[src/design/bpti_pkg.sv]
// Shared types, constants and arithmetic helpers for the barycentric
// point-in-triangle interpolator. No dependencies.
package bpti_pkg;

  localparam int MAX_TRIANGLES = 256;
  localparam int CORNER_DEPTH  = 3 * MAX_TRIANGLES;
  localparam int CNT_W   = $clog2(MAX_TRIANGLES + 1);
  localparam int TRI_W   = (MAX_TRIANGLES > 1) ? $clog2(MAX_TRIANGLES) : 1;
  localparam int CA_W    = $clog2(CORNER_DEPTH);
  localparam int NUM_AXIS = 6;
  localparam int CFG_W   = 16;
  localparam int CFG_IDX_W = 3;
  localparam int CW_W    = 224;   // x, y, tex_s, tex_t, orig_s, orig_t, color
  localparam int RECIP_W = 33;
  localparam int SH_W    = 6;
  localparam int INV_W   = RECIP_W + SH_W + 1;
  localparam int IN_W    = 256;
  localparam int OUT_W   = 160;

  localparam logic signed [41:0] EPS_Q30    = 42'sd128;
  localparam logic signed [42:0] INSIDE_MAX = 43'sd1073741952;
  localparam logic [40:0]        WEIGHT_LIMIT = 41'h100_0000_0000;

  localparam logic [CFG_IDX_W-1:0] CFG_LEFT_X = 3'd0;
  localparam logic [CFG_IDX_W-1:0] CFG_DOWN_Y = 3'd4;
  localparam logic [CFG_IDX_W-1:0] CFG_LAST   = 3'd5;

  typedef enum logic [1:0] {
    OP_CLEAR = 2'd0,
    OP_LOAD  = 2'd1,
    OP_QUERY = 2'd2,
    OP_SKIP  = 2'd3
  } in_op_t;

  typedef enum logic [3:0] {
    DP_NOP, DP_TAKE, DP_PROJ, DP_PWR, DP_READ, DP_EDGE, DP_AREA0, DP_AREA1,
    DP_NORM, DP_DIV, DP_INVWR, DP_QMUL, DP_WT, DP_LERP, DP_OUT
  } dp_op_t;

  typedef struct packed {
    dp_op_t            op;
    logic [5:0]        idx;
    logic [CA_W-1:0]   addr;
    logic [TRI_W-1:0]  tri_idx;
    logic              hit;
  } dp_cmd_t;

  typedef struct packed {
    logic norm_done;
    logic area_zero;
    logic in_tri;
  } dp_stat_t;

  function automatic logic signed [31:0] sat32(input logic signed [63:0] x);
    if (x > 64'sd2147483647) return 32'sh7fffffff;
    else if (x < -64'sd2147483648) return 32'sh80000000;
    else return x[31:0];
  endfunction

  function automatic logic signed [31:0] satsym(input logic signed [31:0] a,
                                                input logic signed [31:0] b);
    logic signed [32:0] d;
    d = 33'(a) - 33'(b);
    if (d > 33'sd2147483647) return 32'sh7fffffff;
    else if (d < -33'sd2147483647) return 32'sh80000001;
    else return d[31:0];
  endfunction

  function automatic logic signed [31:0] proj_round(input logic signed [49:0] acc);
    logic signed [49:0] r;
    r = (acc + 50'sd8192) >>> 14;
    return sat32(64'(r));
  endfunction

endpackage

[src/design/bpti_ctrl.sv]
// Controller: sequences corner loads, triangle setup and the query walk,
// and owns the table bookkeeping and the output valid. Depends on bpti_pkg.
module bpti_ctrl import bpti_pkg::*; (
  input  logic     clk,
  input  logic     rst,
  input  logic     in_valid,
  input  in_op_t   in_op,
  output logic     in_ready,
  output logic     out_valid,
  input  logic     out_ready,
  output dp_cmd_t  cmd,
  input  dp_stat_t stat
);

  typedef enum logic [16:0] {
    ST_IDLE  = 17'h00001,
    ST_PROJ  = 17'h00002,
    ST_PWR   = 17'h00004,
    ST_TRD   = 17'h00008,
    ST_TEDGE = 17'h00010,
    ST_AREA0 = 17'h00020,
    ST_AREA1 = 17'h00040,
    ST_NORM  = 17'h00080,
    ST_DIV   = 17'h00100,
    ST_INVWR = 17'h00200,
    ST_QRD   = 17'h00400,
    ST_QEDGE = 17'h00800,
    ST_QMUL  = 17'h01000,
    ST_WT    = 17'h02000,
    ST_TEST  = 17'h04000,
    ST_LERP  = 17'h08000,
    ST_QOUT  = 17'h10000
  } state_t;

  state_t           state, state_next;
  logic [5:0]       cnt, cnt_next;
  logic [CNT_W-1:0] count, count_next;
  logic [1:0]       phase, phase_next;
  logic [TRI_W-1:0] tix, tix_next;
  logic [CA_W-1:0]  base, base_next, count3;
  logic             hit_q, hit_next, valid_next;

  assign in_ready = (state == ST_IDLE);
  assign count3   = CA_W'({count, 1'b0}) + CA_W'(count);

  always_comb begin
    state_next = state;
    cnt_next   = cnt + 6'd1;
    count_next = count;
    phase_next = phase;
    tix_next   = tix;
    base_next  = base;
    hit_next   = hit_q;
    valid_next = out_valid && !out_ready;
    cmd.op      = DP_NOP;
    cmd.idx     = cnt;
    cmd.addr    = base + CA_W'(cnt[1:0]);
    cmd.tri_idx = tix;
    cmd.hit     = hit_q;
    case (state)
      ST_IDLE: begin
        cnt_next = '0;
        if (in_valid) begin
          cmd.op = DP_TAKE;
          case (in_op)
            OP_CLEAR: begin
              count_next = '0;
              phase_next = '0;
            end
            OP_LOAD: begin
              if (count < CNT_W'(MAX_TRIANGLES)) begin
                base_next  = count3;
                state_next = ST_PROJ;
              end else begin
                phase_next = (phase == 2'd2) ? 2'd0 : phase + 2'd1;
              end
            end
            OP_QUERY: begin
              tix_next   = '0;
              base_next  = '0;
              hit_next   = 1'b0;
              state_next = (count == '0) ? ST_QOUT : ST_QRD;
            end
            default: ;
          endcase
        end
      end
      ST_PROJ: begin
        cmd.op = DP_PROJ;
        if (cnt == 6'd5) state_next = ST_PWR;
      end
      ST_PWR: begin
        cmd.op   = DP_PWR;
        cmd.addr = base + CA_W'(phase);
        cnt_next = '0;
        if (phase == 2'd2) begin
          state_next = ST_TRD;
        end else begin
          phase_next = phase + 2'd1;
          state_next = ST_IDLE;
        end
      end
      ST_TRD: begin
        cmd.op = DP_READ;
        if (cnt == 6'd3) state_next = ST_TEDGE;
      end
      ST_TEDGE: begin
        cmd.op = DP_EDGE;
        state_next = ST_AREA0;
      end
      ST_AREA0: begin
        cmd.op = DP_AREA0;
        state_next = ST_AREA1;
      end
      ST_AREA1: begin
        cmd.op = DP_AREA1;
        state_next = ST_NORM;
      end
      ST_NORM: begin
        cmd.op   = DP_NORM;
        cnt_next = '0;
        if (stat.area_zero) begin
          // degenerate: drop the triangle
          phase_next = '0;
          state_next = ST_IDLE;
        end else if (stat.norm_done) begin
          state_next = ST_DIV;
        end
      end
      ST_DIV: begin
        cmd.op = DP_DIV;
        if (cnt == 6'd63) state_next = ST_INVWR;
      end
      ST_INVWR: begin
        cmd.op      = DP_INVWR;
        cmd.tri_idx = count[TRI_W-1:0];
        count_next  = count + CNT_W'(1);
        phase_next  = '0;
        state_next  = ST_IDLE;
      end
      ST_QRD: begin
        cmd.op = DP_READ;
        if (cnt == 6'd3) begin
          cnt_next   = '0;
          state_next = ST_QEDGE;
        end
      end
      ST_QEDGE: begin
        cmd.op     = DP_EDGE;
        cnt_next   = '0;
        state_next = ST_QMUL;
      end
      ST_QMUL: begin
        cmd.op = DP_QMUL;
        if (cnt == 6'd3) begin
          cnt_next   = '0;
          state_next = ST_WT;
        end
      end
      ST_WT: begin
        cmd.op = DP_WT;
        if (cnt == 6'd5) state_next = ST_TEST;
      end
      ST_TEST: begin
        cnt_next = '0;
        if (stat.in_tri) begin
          hit_next   = 1'b1;
          state_next = ST_LERP;
        end else if (CNT_W'(tix) + CNT_W'(1) < count) begin
          // advance to the next stored triangle
          tix_next   = tix + TRI_W'(1);
          base_next  = base + CA_W'(3);
          state_next = ST_QRD;
        end else begin
          state_next = ST_QOUT;
        end
      end
      ST_LERP: begin
        cmd.op = DP_LERP;
        if (cnt == 6'd11) state_next = ST_QOUT;
      end
      ST_QOUT: begin
        if (!out_valid || out_ready) begin
          cmd.op     = DP_OUT;
          valid_next = 1'b1;
          state_next = ST_IDLE;
        end
      end
      default: state_next = ST_IDLE;
    endcase
  end

  always_ff @(posedge clk) begin
    if (rst) begin
      state     <= ST_IDLE;
      cnt       <= '0;
      count     <= '0;
      phase     <= '0;
      tix       <= '0;
      base      <= '0;
      hit_q     <= 1'b0;
      out_valid <= 1'b0;
    end else begin
      state     <= state_next;
      cnt       <= cnt_next;
      count     <= count_next;
      phase     <= phase_next;
      tix       <= tix_next;
      base      <= base_next;
      hit_q     <= hit_next;
      out_valid <= valid_next;
    end
  end

endmodule
[config.mk]
export PLATFORM = sky130hd
export DESIGN_NAME = bpti_ctrl
export DESIGN_NICKNAME = d
export VERILOG_FILES = /design/src/design/bpti_pkg.sv /design/src/design/bpti_ctrl.sv
export SDC_FILE = /design/constraint.sdc
export NUM_CORES = 1
export LEC_CHECK = 0
export ABC_AREA = 1
export ABC_CLOCK_PERIOD_IN_PS = 4800
export BUFFER_PORTS_ARGS = -buffer_cell sky130_fd_sc_hd__buf_2
export CAP_MARGIN = 10
export CORE_MARGIN = 1
export CORE_UTILIZATION = 66
export DETAILED_ROUTE_END_ITERATION = 8
export GPL_ROUTABILITY_DRIVEN = 0
export HOLD_SLACK_MARGIN = 0.1
export PLACE_DENSITY = 0.87
export SLEW_MARGIN = 20
export SYNTH_ARGS = -nofsm -noshare
export SYNTH_HDL_FRONTEND = slang
export SYNTH_SLANG_ARGS = --single-unit
[constraint.sdc]
create_clock -name clk -period 4.8 [get_ports clk]
set_input_delay 0.72 -clock clk [delete_from_list [all_inputs] [get_ports clk]]
set_output_delay 0.72 -clock clk [all_outputs]
set_load 0.005 [all_outputs]
==> out/qor.txt, run 1 <==
CP max-delay cell: o21ai_0
Fin Setup TNS: 0 ps
power density cells: 444 nW/um2
hold wc startpoint: hit_q
critical-path maximum fanout: 12
Initial Util: 69.9%
placed inst area: 4700 um2
unrepaired setup endpoints after global routing: no
Tot GR Track Use: 31.5%
CP required: 4080 ps
layer carrying the most global-route usage: met2
synthesized area: 4510 um2
first-pass detailed-route iteration total: 7
Max Cap Viol: 0
register area share after synthesis: 24.0%
final setup fails: 0
Sw Ratio: 49.0%
outcome: completed
most frequent cells in the layout: nand2_1, inv_1, nor2_1, dfxtp_1, nand3_1
Worst Max-Slew Pin Slew: 747 ps
Post-Route Hold Slack: 462 ps
area of the die: 7170 um2
Cell variety after synth: 40
ratio of cells with drive above 1 in the final layout: 11.3%
FF+latch count, synth: 54
CTS resizes: 0
FF/Latch Area: 1080 um2
reg2reg path depth: 14
Startpoint Class: flip-flop
hold path depth: 2
FP Rows: 29
DRT antenna net count: 0
GRT met3 Usage: 4.13%
Worst Slack Setup Final: 974 ps
nets@finish: 785
critical path type: reg2out
peak supply drop: 0.000269 V
synth top area cells: dfxtp_1, nand2_1, inv_1
Max Buffers Root-to-Sink: 2
Final period util: 79.7%
met1 Resource Use GR: 37.8%
Ports: 40
initial DRC count: 356
first-pass GRT wire length: 18500 um
Worst-Skew Late Latency: 320 ps
RR Endpoint: base[4]
Synth async-reset ratio: 0%
Worst Hold End: hit_q
core area: 6460 um2
Synth Instances: 714
vias in the first global route: 4280
Syn Nets: 754
Post-Route WL: 11200 um
Hold Path Class: reg2reg
post-DP HPWL: 8670 um
Crit path arrival time: 3110 ps
most used cell along the critical path: nand2_1
depth of the CTS H-tree: 2
Worst Setup End Kind: primary output
Leak: 2.57 nW
Psw: 1.05 mW
overall die width: 84.7 um
IO Port Bufs: 39
# DRC: 0
grt met2 use: 56.2%
number of antenna violations at the first check in global routing: 0
Clock power frac: 15.2%
Final Max Tran Viols: 0
multi-input logic area: 2890 um2
CTS root buf: clkbuf_8
Synth Area per Inst: 6.32 um2
Cell Chain, Critical Path: nor2_2, nand2_2, nor2_4, nand2_1, inv_1, nand2_1, o21ai_0, inv_1, ha_1, nand3_1, nand2_1, nand3_1, nor2_1, xor2_1, buf_2
Final min period: 3830 ps
worst r2r src: tix[0]
Layout fillers: 532
via count: 4658
Fin. Hold Viols: 0
Ant. Diodes: 0
WL/cell: 13.6 um
Post-Place Setup Slack: 1360 ps
total congestion overflow: 0
Comb power frac: 56.4%
ys flop type: dfxtp_1
Int Pwr: 1.09 mW
commonest non-fill, non-tap cell in the layout: nand2_1
Synth top area share: 24.0%
sequential share of power: 28.4%
R2R setup slack: 1640 ps
hold_buf cts: 0
number of synthesized flops with an enable pin: 0
worst slew margin relative to its limit: 50.1%
Num CTS Buffers: 5
warnings from Yosys: 0
CTS tree: done
Crit path largest cell delay: 380 ps
Worst-path clk slew: 110 ps
drt via density: 5.66
area leader, netlist: dfxtp_1
pin count of the biggest net entering global routing: 23
Vert. Die Dim: 84.7 um
clock sinks: 54
Peak Freq: 261 MHz
Post-CTS Setup Bufs: 0
post-route cell area: 4810 um2
Syn-to-layout area delta: 6.68%
Final Skew: 6.51 ps
==> flip-flops by register name (all words and copies together) (netlist names) <==
signal / flops
state: 17
base: 10
count: 9
tix: 8
cnt: 6
phase: 2
hit_q: 1
out_valid: 1
==> critical path: cells and delay by family, from the launching register on <==
| kind | cells | cell delay (ps) |
|---|---|---|
| adder cells (fa/ha/maj) | 1 | 290 |
| XOR/XNOR | 1 | 140 |
| AO/OA/AOI/OAI | 1 | 380 |
| flip-flops | 1 | 350 |
| AND/OR/NAND/NOR | 9 | 1300 |
| buffers and inverters | 3 | 310 |
==> how the worst max path moves through the flow <==
stage / startpoint / to / depth (start not counted)
global placement: state[14] / cmd[18] / 15
floorplan: state[4] / cmd[16] / 14
global route: state[14] / cmd[18] / 15
detailed placement: state[14] / cmd[16] / 15
CTS: state[14] / cmd[16] / 15
finish: state[14] / cmd[18] / 15
==> cells by family after synthesis <==
group,Yosys count,synth area share [%]
xor+xnor,28,5.43
buf+inv,131,12.1
compound gates,85,10.5
flops,54,24.0
fa+ha+maj,31,8.93
simple gates,385,39.1
==> per-layer routing <==
layer  share of wire, %  wire length [um]
met1                 42              4750
met2                 49              5530
met3                5.1               566
met4                3.1               344
met5                  0                 0
==> cell type report <==
class | instances | area share [%]
clock buffers | 5 | 1.43
clock inverters | 3 | 0.988
inverters | 115 | 8.97
multi-input cells | 529 | 60.0
flip-flops and latches | 54 | 22.5
well taps | 77 | 2.00
repair buffers | 40 | 4.21
==> Yosys cell counts, types with 2 or more instances <==
library cell and instances:
nor2_1 106, buf_2 7, o211ai_1 3, dfxtp_1 54
nand2_4 2, a21oi_1 30, buf_6 5, nor3_1 14
xnor2_1 6, o22ai_1 6, o21a_1 3, nand4_1 19
ha_1 29, nand3_2 6, buf_4 2, o21ai_0 35
fa_1 2, nand3b_1 6, nand3_1 45, nor2_2 7
and3_1 3, o21ai_1 2, nor2_4 6, inv_2 3
xor2_1 22, nand2_1 159, nand2_2 7, clkbuf_1 2
inv_1 112
==> metrics by stage <==
step	utilization (%)	total power, mW	instances
floorplan	-	1.55	714
global placement	72.7	1.75	815
detailed placement	72.7	1.79	815
CTS	74.5	2.12	823
global route	74.5	2.32	823
finish	74.5	2.14	823
==> power by group through the flow <==
| stage | logic [mW] | registers [mW] | clock network (mW) |
|---|---|---|---|
| final | 1.21 | 0.606 | 0.325 |
| after global routing | 1.36 | 0.615 | 0.351 |
| after CTS | 1.19 | 0.604 | 0.329 |
| after detailed placement | 1.18 | 0.615 | 0 |
| after global placement | 1.14 | 0.612 | 0 |
| after floorplan | 0.958 | 0.592 | 0 |
(Power assumes the default switching activity.)
==> run 2, diff against run 1 <==
Settings changed: ABC_CLOCK_PERIOD_IN_PS 4800 to 3900, CORE_UTILIZATION 66 to 61, PLACE_DENSITY 0.87 to 0.81.
Clock period 4.8 ns to 3.9 ns, I/O delays scaled along.
==> out/qor.txt, run 2 (synthesis results as in run 1) <==
Worst-path clk slew: 110 ps (about the same)
Tot GR Track Use: 30.7% (-0.78 points)
pin count of the biggest net entering global routing: 23 (unchanged)
Crit path arrival time: 2960 ps (-150 ps)
Leak: 2.56 nW (-0.42%)
Clock power frac: 13.7% (-1.5 points)
Post-Route WL: 11400 um (+1.8%)
total congestion overflow: 0 (unchanged)
commonest non-fill, non-tap cell in the layout: nand2_1
clock sinks: 54 (unchanged)
sequential share of power: 29.0% (+0.6 points)
core area: 6980 um2 (+8.1%)
# DRC: 0 (unchanged)
outcome: completed
first-pass GRT wire length: 18800 um (+1.5%)
Ports: 40 (unchanged)
Worst-Skew Late Latency: 320 ps (about the same)
max reg flops: 17 (unchanged)
Final period util: 90.9%
Peak Freq: 282 MHz
Initial Util: 64.6% (-5.2 points)
via count: 4644 (-0.30%)
Max Buffers Root-to-Sink: 2 (unchanged)
Reg with most FFs: state
CTS root buf: clkbuf_8
power density cells: 534 nW/um2 (+20%)
final core utilization: 69.1% (-5.5 points)
Layout fillers: 675 (+27%)
depth of the CTS H-tree: 2 (unchanged)
worst slew margin relative to its limit: 48.2% (-1.9 points)
Final Skew: 15.9 ps (+9.43 ps)
initial DRC count: 261 (-27%)
Hold Path Class: reg2reg
critical path type: reg2out
IO Port Bufs: 39 (unchanged)
Final Max Tran Viols: 0 (unchanged)
ratio of cells with drive above 1 in the final layout: 11.3% (unchanged)
Max Cap Viol: 0 (unchanged)
Post-CTS Setup Bufs: 0 (unchanged)
Comb power frac: 57.3% (+0.9 points)
Psw: 1.28 mW (+22%)
hold path depth: 2 (unchanged)
Int Pwr: 1.29 mW (+19%)
Startpoint Class: flip-flop
CTS tree: done
post-DP HPWL: 8870 um (+2.3%)
most frequent cells in the layout: nand2_1, inv_1, nor2_1, dfxtp_1, nand3_1
critical-path maximum fanout: 12 (unchanged)
peak supply drop: 0.000294 V (+9.3%)
CTS resizes: 0 (unchanged)
Fin. Hold Viols: 0 (unchanged)
Syn-to-layout area delta: 6.82%
Fin Setup TNS: 0 ps (unchanged)
worst r2r src: tix[0]
Worst Max-Slew Pin Slew: 775 ps (+28.3 ps)
Num CTS Buffers: 5 (unchanged)
final setup fails: 0 (unchanged)
overall die width: 88.0 um (+3.9%)
first-pass detailed-route iteration total: 5 (-2)
Final min period: 3550 ps
hold_buf cts: 0 (unchanged)
nets@finish: 785 (unchanged)
FP Rows: 30 (+3.4%)
unrepaired setup endpoints after global routing: no
area of the die: 7750 um2 (+8.0%)
reg2reg path depth: 14 (unchanged)
Worst Hold End: hit_q
Vert. Die Dim: 88.0 um (+3.9%)
Largest regs: state (17), base (10), count (9)
hold wc startpoint: hit_q
vias in the first global route: 4173 (-2.5%)
Ant. Diodes: 0 (unchanged)
CP required: 3310 ps (-770 ps)
Worst Setup End Kind: primary output
WL/cell: 13.5 um (-0.54%)
R2R setup slack: 850 ps (-790 ps)
RR Endpoint: base[2]
Sw Ratio: 49.8% (+0.77 points)
DRT antenna net count: 0 (unchanged)
drt via density: 5.52 (-2.6%)
number of antenna violations at the first check in global routing: 0 (unchanged)
[run 2: cell types whose count changed in the layout (fill, tap and decap cells not counted), sizes merged]
cell      previous run  this run
bufinv               1         0
clkbuf               5         6
clkinv               1         0
clkinvlp             0         1
[run 2: how the worst max path moves through the flow]
stage | start | endpoint | cells after the start
finish | state[8] | cmd[15] | 14
floorplan | state[4] | cmd[16] | 14
CTS | state[8] | cmd[16] | 15
detailed placement | state[8] | cmd[16] | 15
global route | state[8] | cmd[18] | 15
global placement | state[14] | cmd[18] | 15
[run 2: stage by stage]
stage	power (mW)	area, um2	worst slack, ps	instances	hold WS (ps)
after floorplan	1.91	4510	1210	714	423
after CTS	2.56	4820	280	842	490
after detailed placement	2.20	4720	626	834	475
after global routing	2.80	4820	41.0	842	508
after global placement	2.16	4720	754	834	436
final	2.57	4820	355	842	489
[run 2: power groups by stage]
stage	sequential [mW]	clock [mW]	combinational [mW]
CTS	0.745	0.357	1.45
global route	0.761	0.371	1.67
finish	0.747	0.352	1.47
floorplan	0.728	0	1.18
global placement	0.752	0	1.41
detailed placement	0.758	0	1.44
[run 2: worst max-delay path, cell delays in order (launching register included)]
cell     delay, ps
dfxtp_1        350
nor2_2         200
nand2_4         90
nor2_4         260
nand2_1        140
nor2_1         210
o21ai_0        100
inv_1           70
ha_1           160
inv_1           60
fa_1           400
nor2_1         220
nand2_1        100
xor2_1         150
buf_2          130
[run 2: layout make-up]
cell class                 count  area [um2]  area share (%)
inverter                     115         432            8.95
clock buffer                   6        82.6            1.71
clock inverter                 2        16.3           0.337
sequential                    54        1080            22.4
tap                           96         120            2.49
multi-input combinational    529        2890            59.9
timing repair buffer          40         203            4.20
[run 2: metal layers]
layer  GRT usage (%)  share of wire [%]
met1            38.0                 42
met2            53.6                 49
met3            3.49                5.2
met4            13.8                3.5
met5               0                  0
